[config.mk]
export PLATFORM = sky130hd
export DESIGN_NAME = llqm_ram
export DESIGN_NICKNAME = d
export VERILOG_FILES = /design/src/llqm_ram.sv
export SDC_FILE = /design/constraint.sdc
export NUM_CORES = 1
export LEC_CHECK = 0
export ABC_AREA = 1
export BUFFER_PORTS_ARGS = -buffer_cell sky130_fd_sc_hd__buf_2
export CELL_PAD_IN_SITES_DETAIL_PLACEMENT = 0
export CELL_PAD_IN_SITES_GLOBAL_PLACEMENT = 1
export CORE_MARGIN = 3
export CORE_UTILIZATION = 49
export DETAILED_ROUTE_END_ITERATION = 6
export GPL_TIMING_DRIVEN = 0
export PLACE_DENSITY_LB_ADDON = 0.25
export SLEW_MARGIN = 20
export SYNTH_ARGS = -nofsm -noshare
export SYNTH_HDL_FRONTEND = slang
export SYNTH_SLANG_ARGS = --single-unit
export TNS_END_PERCENT = 30
[constraint.sdc]
create_clock -name clk_i -period 1.4 [get_ports clk_i]
set_input_delay 0.14 -clock clk_i [delete_from_list [all_inputs] [get_ports clk_i]]
set_output_delay 0.14 -clock clk_i [all_outputs]
set_load 0.02 [all_outputs]
[src/llqm_ram.sv]
module llqm_ram #(
  parameter int Width = 8,
  parameter int Depth = 16
) (
  input  logic                                     clk_i,
  input  logic                                     we_i,
  input  logic [((Depth > 1) ? $clog2(Depth) : 1)-1:0] waddr_i,
  input  logic [Width-1:0]                         wdata_i,
  input  logic [((Depth > 1) ? $clog2(Depth) : 1)-1:0] raddr_i,
  output logic [Width-1:0]                         rdata_o
);

  logic [Width-1:0] mem_q [Depth];

  always_ff @(posedge clk_i) begin
    if (we_i) begin
      mem_q[waddr_i] <= wdata_i;
    end
    rdata_o <= mem_q[raddr_i];
  end

endmodule
## Word level (Yosys, flattened, before mapping)

Memory sizes are Yosys's and may differ from the RTL's. A register that Yosys moved wholly into a read port is not among the register bits.
Cells that the tools add are included.

- Flip-flop bits (word level): 0
- Memory bits (writable): 128
- Input bits: 18
- Output and inout bits: 8
- Word-level logic and storage cells: 3
- Memories: 1

Memory list:

| memory | words | bits a word | read ports | clocked after Yosys merged registers in | write ports | RTL line | RTL |
|---|---|---|---|---|---|---|---|
| mem_q | 16 | 8 | 1 | 1 | 1 | 13 | `logic [Width-1:0] mem_q [Depth];` |

- Muxes and demuxes: 2

Operators by type and width:

| cell | number |
|---|---|
| two-way mux 1 bit | 2 |

## Longest topological paths before layout

Gate-level depths: netlist of run 1.

- Depth in word-level cells: 2
- Mapped depth: 8
- Gate-level depth less buffers: 7

## Worst setup path after synthesis of run 1

No wires, ideal clock.

- Kind: input-to-reg
- Start point: input port waddr_i[2] (netlist bit)
- End point: memory mem_q[10][0], enable pin
- Library setup time: 370 ps
- Arrival: 721 ps
- Required time: 1030 ps
- Path slack: 309 ps
- Cell stages on the path: 2
- Buffers on the path: 0
- Cells stage by stage: nand3b_1 > nor2_1

RTL lines:

| element | RTL line | RTL |
|---|---|---|
| start: declaration | 7 | `input logic [((Depth > 1) ? $clog2(Depth) : 1)-1:0] waddr_i,` |
| end: declaration | 13 |  |

No word-level cell before the write port.

## Worst setup path in the final report of run 1

- Start point: input port waddr_i[3] (netlist bit)
- End point: memory mem_q[5][6], enable pin

No word-level cell before the write port.

==> results of run 1 <==
## cells in the mapped netlist
library cell / number / share of area [%]
buf_1: 1 / 0.065
buf_2: 13 / 1.1
buf_4: 4 / 0.52
buf_6: 6 / 1.2
dfxtp_1: 8 / 2.8
edfxtp_1: 128 / 67
inv_1: 100 / 6.5
inv_2: 2 / 0.13
nand2_1: 173 / 11
nand3_1: 97 / 8.4
nand3b_1: 2 / 0.26
nor2_1: 17 / 1.1
## routing by layer
layer | up-vias | wire length [µm] | GRT usage, %
met2 | 184 | 6350 | 34.7
met4 | 0 | 296 | 8.71
met3 | 22 | 1240 | 5.34
met1 | 1806 | 5850 | 31.0
met5 | - | 0 | 0
li1 | 1855 | - | -
## final timing paths
path           startpoint          end  cells past startpoint
min            wdata_i[2]  mem_q[3][2]                      1
min reg2reg   mem_q[4][5]   rdata_o[5]                      6
max reg2reg  mem_q[10][0]   rdata_o[0]                      6
max            waddr_i[3]  mem_q[5][6]                      3
## area by class of cell
cell class	count	area [µm²]
clock inverter	4	70.1
fill	889	4550
timing repair buffer	22	110
buffer	24	166
inverter	102	383
sequential	136	4000
clock buffer	28	497
multi-input combinational	289	1210
tap	140	175
## logic make-up after synthesis
| logic type | synth area share [%] |
|---|---|
| AND/OR/NAND/NOR | 21.0 |
| flip-flops | 69.4 |
| buffers and inverters | 9.52 |
## flip-flops by register name, summed over array words and instances (netlist names)
name	cells
mem_q	128
rdata_o	8
## power by group
part	switching [µW]	internal [µW]
Sequential	21.8	4560
Clock	1500	2760
Combinational	442	175
Total	1960	7490
## stage by stage
step	setup slack (ns)	cells	util (%)	setup TNS, ns
final	0.120	745	59.2	0
after global routing	0.0720	745	59.2	0
after CTS	0.157	745	59.2	0
after detailed placement	-0.278	713	54.2	-16.06
after global placement	-0.284	713	54.2	-13.22
after floorplan	0.309	551	-	0
==> results_tabular.tex, run 1 <==
\begin{tabular}{lr}
\hline
Metric & Value \\
\hline
\multicolumn{2}{l}{\textbf{Status}} \\
Outcome & finished, final reports clean \\
\multicolumn{2}{l}{\textbf{Global route}} \\
Overall track demand over capacity in global routing & 22.5\% \\
Vias in the first global route & roughly 3.6k \\
Initial antenna violation count & 0 \\
Pin count of the biggest net entering global routing & 17 \\
First-pass GRT wire length & roughly 21,000 µm \\
Final global-route overflow total & 0 \\
\multicolumn{2}{l}{\textbf{Layout}} \\
Share of layout cells above drive strength 1 & 11.7\% \\
Non-Filler Cell Area, Final & approximately 0.0066 mm² \\
Post-layout nets & between 600 and 700 \\
Antenna diode instance count & 0 \\
Most common cell after layout, fill and taps aside & nand2\_1 \\
Commonest cells after routing, fill and taps aside & nand2\_1 (173), edfxtp\_1 (128), inv\_1 (100) \\
Area growth from synthesis to layout & 14.8\% \\
\multicolumn{2}{l}{\textbf{Die}} \\
Die outline width & about 110 µm \\
Standard-cell rows & 38 \\
Die extent in y & 114 µm \\
Effective utilization at floorplan & 51.6\% \\
Core Region & roughly 0.011 mm² \\
Floorplan die area & 0.0131 mm² \\
Top-level port count & 26 \\
\multicolumn{2}{l}{\textbf{Yosys}} \\
Synthesis-stage register bit count & 136 \\
Distinct cell type count after synthesis & 12 \\
Number of nets in the synthesized netlist & 569 \\
Share of the yosys chip area belonging to registers & 69.4\% \\
Average size of a mapped cell & 10.5 µm² \\
Ys Warns & 0 \\
Syn Std Cell Area & 0.00577 mm² \\
Gate count of the mapped netlist & 551 \\
\multicolumn{2}{l}{\textbf{Worst setup path}} \\
Data arrival time of the worst path & roughly 1.3 ns \\
Required time of the worst setup path & roughly 1.4 ns \\
CP top delay family & simple AND/OR/NAND/NOR gates \\
Critical Path Slowest Stage Cell & nor2\_1 \\
Delay contributed by the slowest stage of the critical path & 0.81 ns \\
Crit path max fanout & 8 \\
Cells along the critical path & buf\_2 -> nand3b\_1 -> nor2\_1 \\
Worst setup EP type & flip-flop \\
Type of the worst setup path & in2reg \\
Launching element type of the critical path & input pin \\
Buffers plus inverters on the worst setup path & 1 \\
Worst reg2reg setup slack & 0.37 ns \\
\multicolumn{2}{l}{\textbf{Detailed routing}} \\
Vias & 3,867 \\
Routed vias/inst & 5.19 \\
Routed wire length & roughly 14,000 µm \\
Average routed wire per standard cell & 18.4 µm \\
Detail Route Antenna Nets & 0 \\
Iter 0 DRT Violations & 352 \\
DRC violations left & 0 \\
Pre-Repair DR Iteration Count & 5 \\
\multicolumn{2}{l}{\textbf{Clock tree}} \\
Insertion delay of the later-clocked pin in the worst-skew pair & 0.42 ns \\
Number of levels the H-tree was split into & 4 \\
Clock root buffer & clkbuf\_16 \\
Number of clock sinks & 136 \\
\# hold bufs at CTS & 0 \\
CTS resizes & 0 \\
TritonCTS clock tree & done \\
Number of setup buffers added after CTS & 0 \\
Clock Tree Buf Depth & 2 \\
Clock transition at the registers of the reported paths & 0.06 ns \\
Total CTS buffers & 17 \\
\multicolumn{2}{l}{\textbf{Power}} \\
Power density of the placed cells & 1430 mW/mm² \\
Max rail drop VDD & 1.06 mV \\
Total power draw & between 9000 and 10,000 µW \\
Leak pwr & about 0.0029 µW \\
\multicolumn{2}{l}{\textbf{Timing}} \\
RSZ-0062 raised after global routing & false \\
Transition time at the pin with the least slew margin & 1.02 ns \\
Final-report hold violation count & 0 \\
Worst relative slew slack & 31.5\% \\
Worst hold margin & between 0.1 and 0.15 ns \\
Period Utilization, post-route & 91.4\% \\
Max Slew Vio Count & 0 \\
Final setup fails & 0 \\
Min Tclk post-route & 1.28 ns \\
Fmax & 781 MHz \\
Worst Clk Skew & about 0.013 ns \\
\multicolumn{2}{l}{\textbf{Job}} \\
Number of maximum-capacitance violations & 0 \\
\multicolumn{2}{l}{\textbf{Place}} \\
Placed cell area & 0.00605 mm² \\
Final GP Congestion & 0.824 \\
Post-DP HPWL & 8900 µm \\
Number of port buffers & 22 \\
\multicolumn{2}{l}{\textbf{Min path}} \\
Type of the tightest min-delay check & in2reg \\
\hline
\end{tabular}
No activity file was read; power rests on OpenSTA's default activity.
==> run 2: changes to the inputs <==
--- a/config.mk
+++ b/config.mk
@@ -10,11 +10,12 @@
 export CELL_PAD_IN_SITES_DETAIL_PLACEMENT = 0
 export CELL_PAD_IN_SITES_GLOBAL_PLACEMENT = 1
 export CORE_MARGIN = 3
-export CORE_UTILIZATION = 49
+export CORE_UTILIZATION = 44
 export DETAILED_ROUTE_END_ITERATION = 6
 export GPL_TIMING_DRIVEN = 0
 export PLACE_DENSITY_LB_ADDON = 0.25
-export SLEW_MARGIN = 20
+export SETUP_SLACK_MARGIN = 0.15
+export SLEW_MARGIN = 5
 export SYNTH_ARGS = -nofsm -noshare
 export SYNTH_HDL_FRONTEND = slang
 export SYNTH_SLANG_ARGS = --single-unit
==> constraint.sdc (replaced) <==
create_clock -name clk_i -period 1.06 [get_ports clk_i]
set_input_delay 0.106 -clock clk_i [delete_from_list [all_inputs] [get_ports clk_i]]
set_output_delay 0.106 -clock clk_i [all_outputs]
set_load 0.02 [all_outputs]
==> results_tabular.tex, run 2 (same netlist as run 1, synthesis figures left out) <==
\begin{tabular}{lr}
\hline
Metric & Value \\
\hline
\multicolumn{2}{l}{\textbf{Status}} \\
Outcome & complete, but fails checks \\
Violations in the final reports & negative setup slack \\
\multicolumn{2}{l}{\textbf{Die}} \\
Die outline width & 120 µm (+5.2\%) \\
Die extent in y & 120 µm (+5.2\%) \\
Floorplan die area & 0.0145 mm² (+11\%) \\
Standard-cell rows & 41 (+7.9\%) \\
Core Region & 0.0127 mm² (+14\%) \\
Effective utilization at floorplan & 45.3\% (-6.3 points) \\
Top-level port count & 26 (unchanged) \\
\multicolumn{2}{l}{\textbf{Timing}} \\
Worst relative slew slack & 58.4\% (+27 points) \\
Final-report hold violation count & 0 (unchanged) \\
Fmax & 940 MHz \\
Worst hold margin & 0.0945 ns (-0.0236 ns) \\
RSZ-0062 raised after global routing & true \\
Max Slew Vio Count & 0 (unchanged) \\
Period Utilization, post-route & 100\% \\
Min Tclk post-route & 1.06 ns \\
Worst Clk Skew & 0.00777 ns (-0.00515 ns) \\
Final setup fails & 3 (+3) \\
Transition time at the pin with the least slew margin & 0.623 ns (-0.401 ns) \\
Setup slack of the critical path after layout & -0.00376 ns (-0.124 ns) \\
\multicolumn{2}{l}{\textbf{Global route}} \\
Vias in the first global route & 3,625 (+0.44\%) \\
Overall track demand over capacity in global routing & 20.9\% (-1.6 points) \\
Pin count of the biggest net entering global routing & 17 (unchanged) \\
First-pass GRT wire length & 21,600 µm (+3.6\%) \\
Final global-route overflow total & 0 (unchanged) \\
Initial antenna violation count & 1 (+1) \\
\multicolumn{2}{l}{\textbf{Detailed routing}} \\
DRC violations left & 0 (unchanged) \\
Detail Route Antenna Nets & 0 (unchanged) \\
Pre-Repair DR Iteration Count & 5 (unchanged) \\
Routed wire length & 14,600 µm (+6.1\%) \\
Vias & 3,855 (-0.31\%) \\
Average routed wire per standard cell & 18.7 µm (+1.7\%) \\
Routed vias/inst & 4.96 (-4.4\%) \\
Iter 0 DRT Violations & 304 (-14\%) \\
\multicolumn{2}{l}{\textbf{Worst setup path}} \\
Worst setup EP type & flip-flop \\
Launching element type of the critical path & input pin \\
Type of the worst setup path & in2reg \\
Reg2reg path depth & 6 (unchanged) \\
Crit path max fanout & 8 (unchanged) \\
Required time of the worst setup path & 1.11 ns (-0.32 ns) \\
Worst reg2reg setup slack & 0.08 ns (-0.29 ns) \\
Crit Reg-Reg Endpoint & rdata\_o[1] \\
Data arrival time of the worst path & 1.12 ns (-0.19 ns) \\
Reg-to-reg critical path startpoint & mem\_q[11][1] \\
\multicolumn{2}{l}{\textbf{Layout}} \\
Share of layout cells above drive strength 1 & 27.6\% (+16 points) \\
Non-Filler Cell Area, Final & 0.00718 mm² (+8.4\%) \\
Antenna diode instance count & 0 (unchanged) \\
Commonest cells after routing, fill and taps aside & nand2\_1 (156), edfxtp\_1 (128), inv\_1 (100) \\
Number of fillers in the final layout & 1,118 (+26\%) \\
Sequential cell area & 0.00401 mm² (+0.25\%) \\
Biggest registers after layout & mem\_q (128), rdata\_o (8) \\
Max FFs per register & 128 (unchanged) \\
Largest reg by FF count & mem\_q \\
Post-layout nets & 610 (unchanged) \\
Multi-input combinational cell area & 0.00156 mm² (+29\%) \\
Most common cell after layout, fill and taps aside & nand2\_1 \\
Final standard cell utilization of the core & 56.4\% (-2.8 points) \\
Area growth from synthesis to layout & 24.5\% \\
\multicolumn{2}{l}{\textbf{Clock tree}} \\
TritonCTS clock tree & done \\
Clock Tree Buf Depth & 2 (unchanged) \\
Number of clock sinks & 136 (unchanged) \\
Number of levels the H-tree was split into & 4 (unchanged) \\
Insertion delay of the later-clocked pin in the worst-skew pair & 0.42 ns (about the same) \\
Clock root buffer & clkbuf\_16 \\
Total CTS buffers & 17 (unchanged) \\
Clock transition at the registers of the reported paths & 0.06 ns (about the same) \\
\multicolumn{2}{l}{\textbf{Job}} \\
Number of maximum-capacitance violations & 0 (unchanged) \\
\multicolumn{2}{l}{\textbf{Power}} \\
Max rail drop VDD & 1.34 mV (+27\%) \\
Relative contribution of sequential cells to total power & 44.2\% (-4.2 points) \\
Cell internal power dissipation & 10,800 µW (+44\%) \\
Power dissipated by switching net loads & 2920 µW (+49\%) \\
Leak pwr & 0.00306 µW (+5.8\%) \\
Switching fraction of total power & 21.3\% (+0.57 points) \\
Power density of the placed cells & 1910 mW/mm² (+34\%) \\
Combinational cell fraction of total power & 7.2\% (+0.7 points) \\
Total power draw & 13,700 µW (+45\%) \\
Fraction of power consumed by the clock network & 48.6\% (+3.6 points) \\
\multicolumn{2}{l}{\textbf{Min path}} \\
Worst hold path startpoint & wdata\_i[2] \\
Type of the tightest min-delay check & in2reg \\
Endpoint of the worst hold-timing path & mem\_q[9][2] \\
Cell count of the worst hold path & 1 (unchanged) \\
\multicolumn{2}{l}{\textbf{Place}} \\
Placed cell area & 0.00612 mm² (+1.1\%) \\
Post-DP HPWL & 9280 µm (+4.2\%) \\
Final GP Congestion & 0.882 (+7.1\%) \\
Worst setup slack after placement & -0.552 ns (-0.274 ns) \\
Number of port buffers & 22 (unchanged) \\
\hline
\end{tabular}
## run 2: cell count changes in the layout (fill, tap and decap cells not counted), sizes merged
cell      before  now
inv          102  103
clkinv         2    3
bufinv         2    5
buf           46   45
clkbuf        28   23
clkinvlp       0    1
## run 2: worst max-delay path by stage
stage                           from           end  cells after the start
after floorplan           waddr_i[0]   mem_q[0][0]                      3
after global placement    waddr_i[0]  mem_q[12][4]                      4
after detailed placement  waddr_i[1]  mem_q[13][4]                      4
after CTS                 waddr_i[1]   mem_q[1][7]                      4
after global routing      waddr_i[2]   mem_q[9][1]                      3
final                     waddr_i[3]   mem_q[7][0]                      3
## run 2: area by class of cell
type / instances / share of cell area (%)
Buffer: 24 / 2.34
Sequential cell: 136 / 55.9
Inverter: 102 / 5.33
Clock inverter: 10 / 2.63
Tap cell: 172 / 3.00
Clock buffer: 22 / 6.75
Timing Repair Buffer: 22 / 2.23
Multi-Input combinational cell: 289 / 21.8
## run 2: layer usage
layer	up-vias	track usage, %	wire length, µm
li1	1856	-	-
met1	1839	29.7	6750
met2	123	30.5	6540
met3	35	4.91	758
met4	2	9.77	503
met5	-	0	13
## run 2: repair_timing
action,4_1_cts,5_1_grt
pin swaps,6,24
endpoints found under the setup margin,128,128
hold buffers,0,0
setup buffers,0,0
resized for setup,9,93
## run 2: critical path: stages
cell      delay [ns]
buf_2           0.12
nand3b_1        0.32
nor2_2          0.57
## run 2: power groups by stage
stage | logic [µW] | clock network (µW) | registers (µW)
after global routing | 1070 | 6960 | 6060
final | 985 | 6650 | 6060
after global placement | 817 | 0 | 6150
after floorplan | 431 | 0 | 6200
after detailed placement | 827 | 0 | 6150
after CTS | 844 | 6690 | 6040
## run 2: per-stage QoR
step	TNS, ns	std cells
final	-0.00883	777
after global routing	-0.179	777
after CTS	0	777
after detailed placement	-48.63	745
after global placement	-44.97	745
after floorplan	0	551
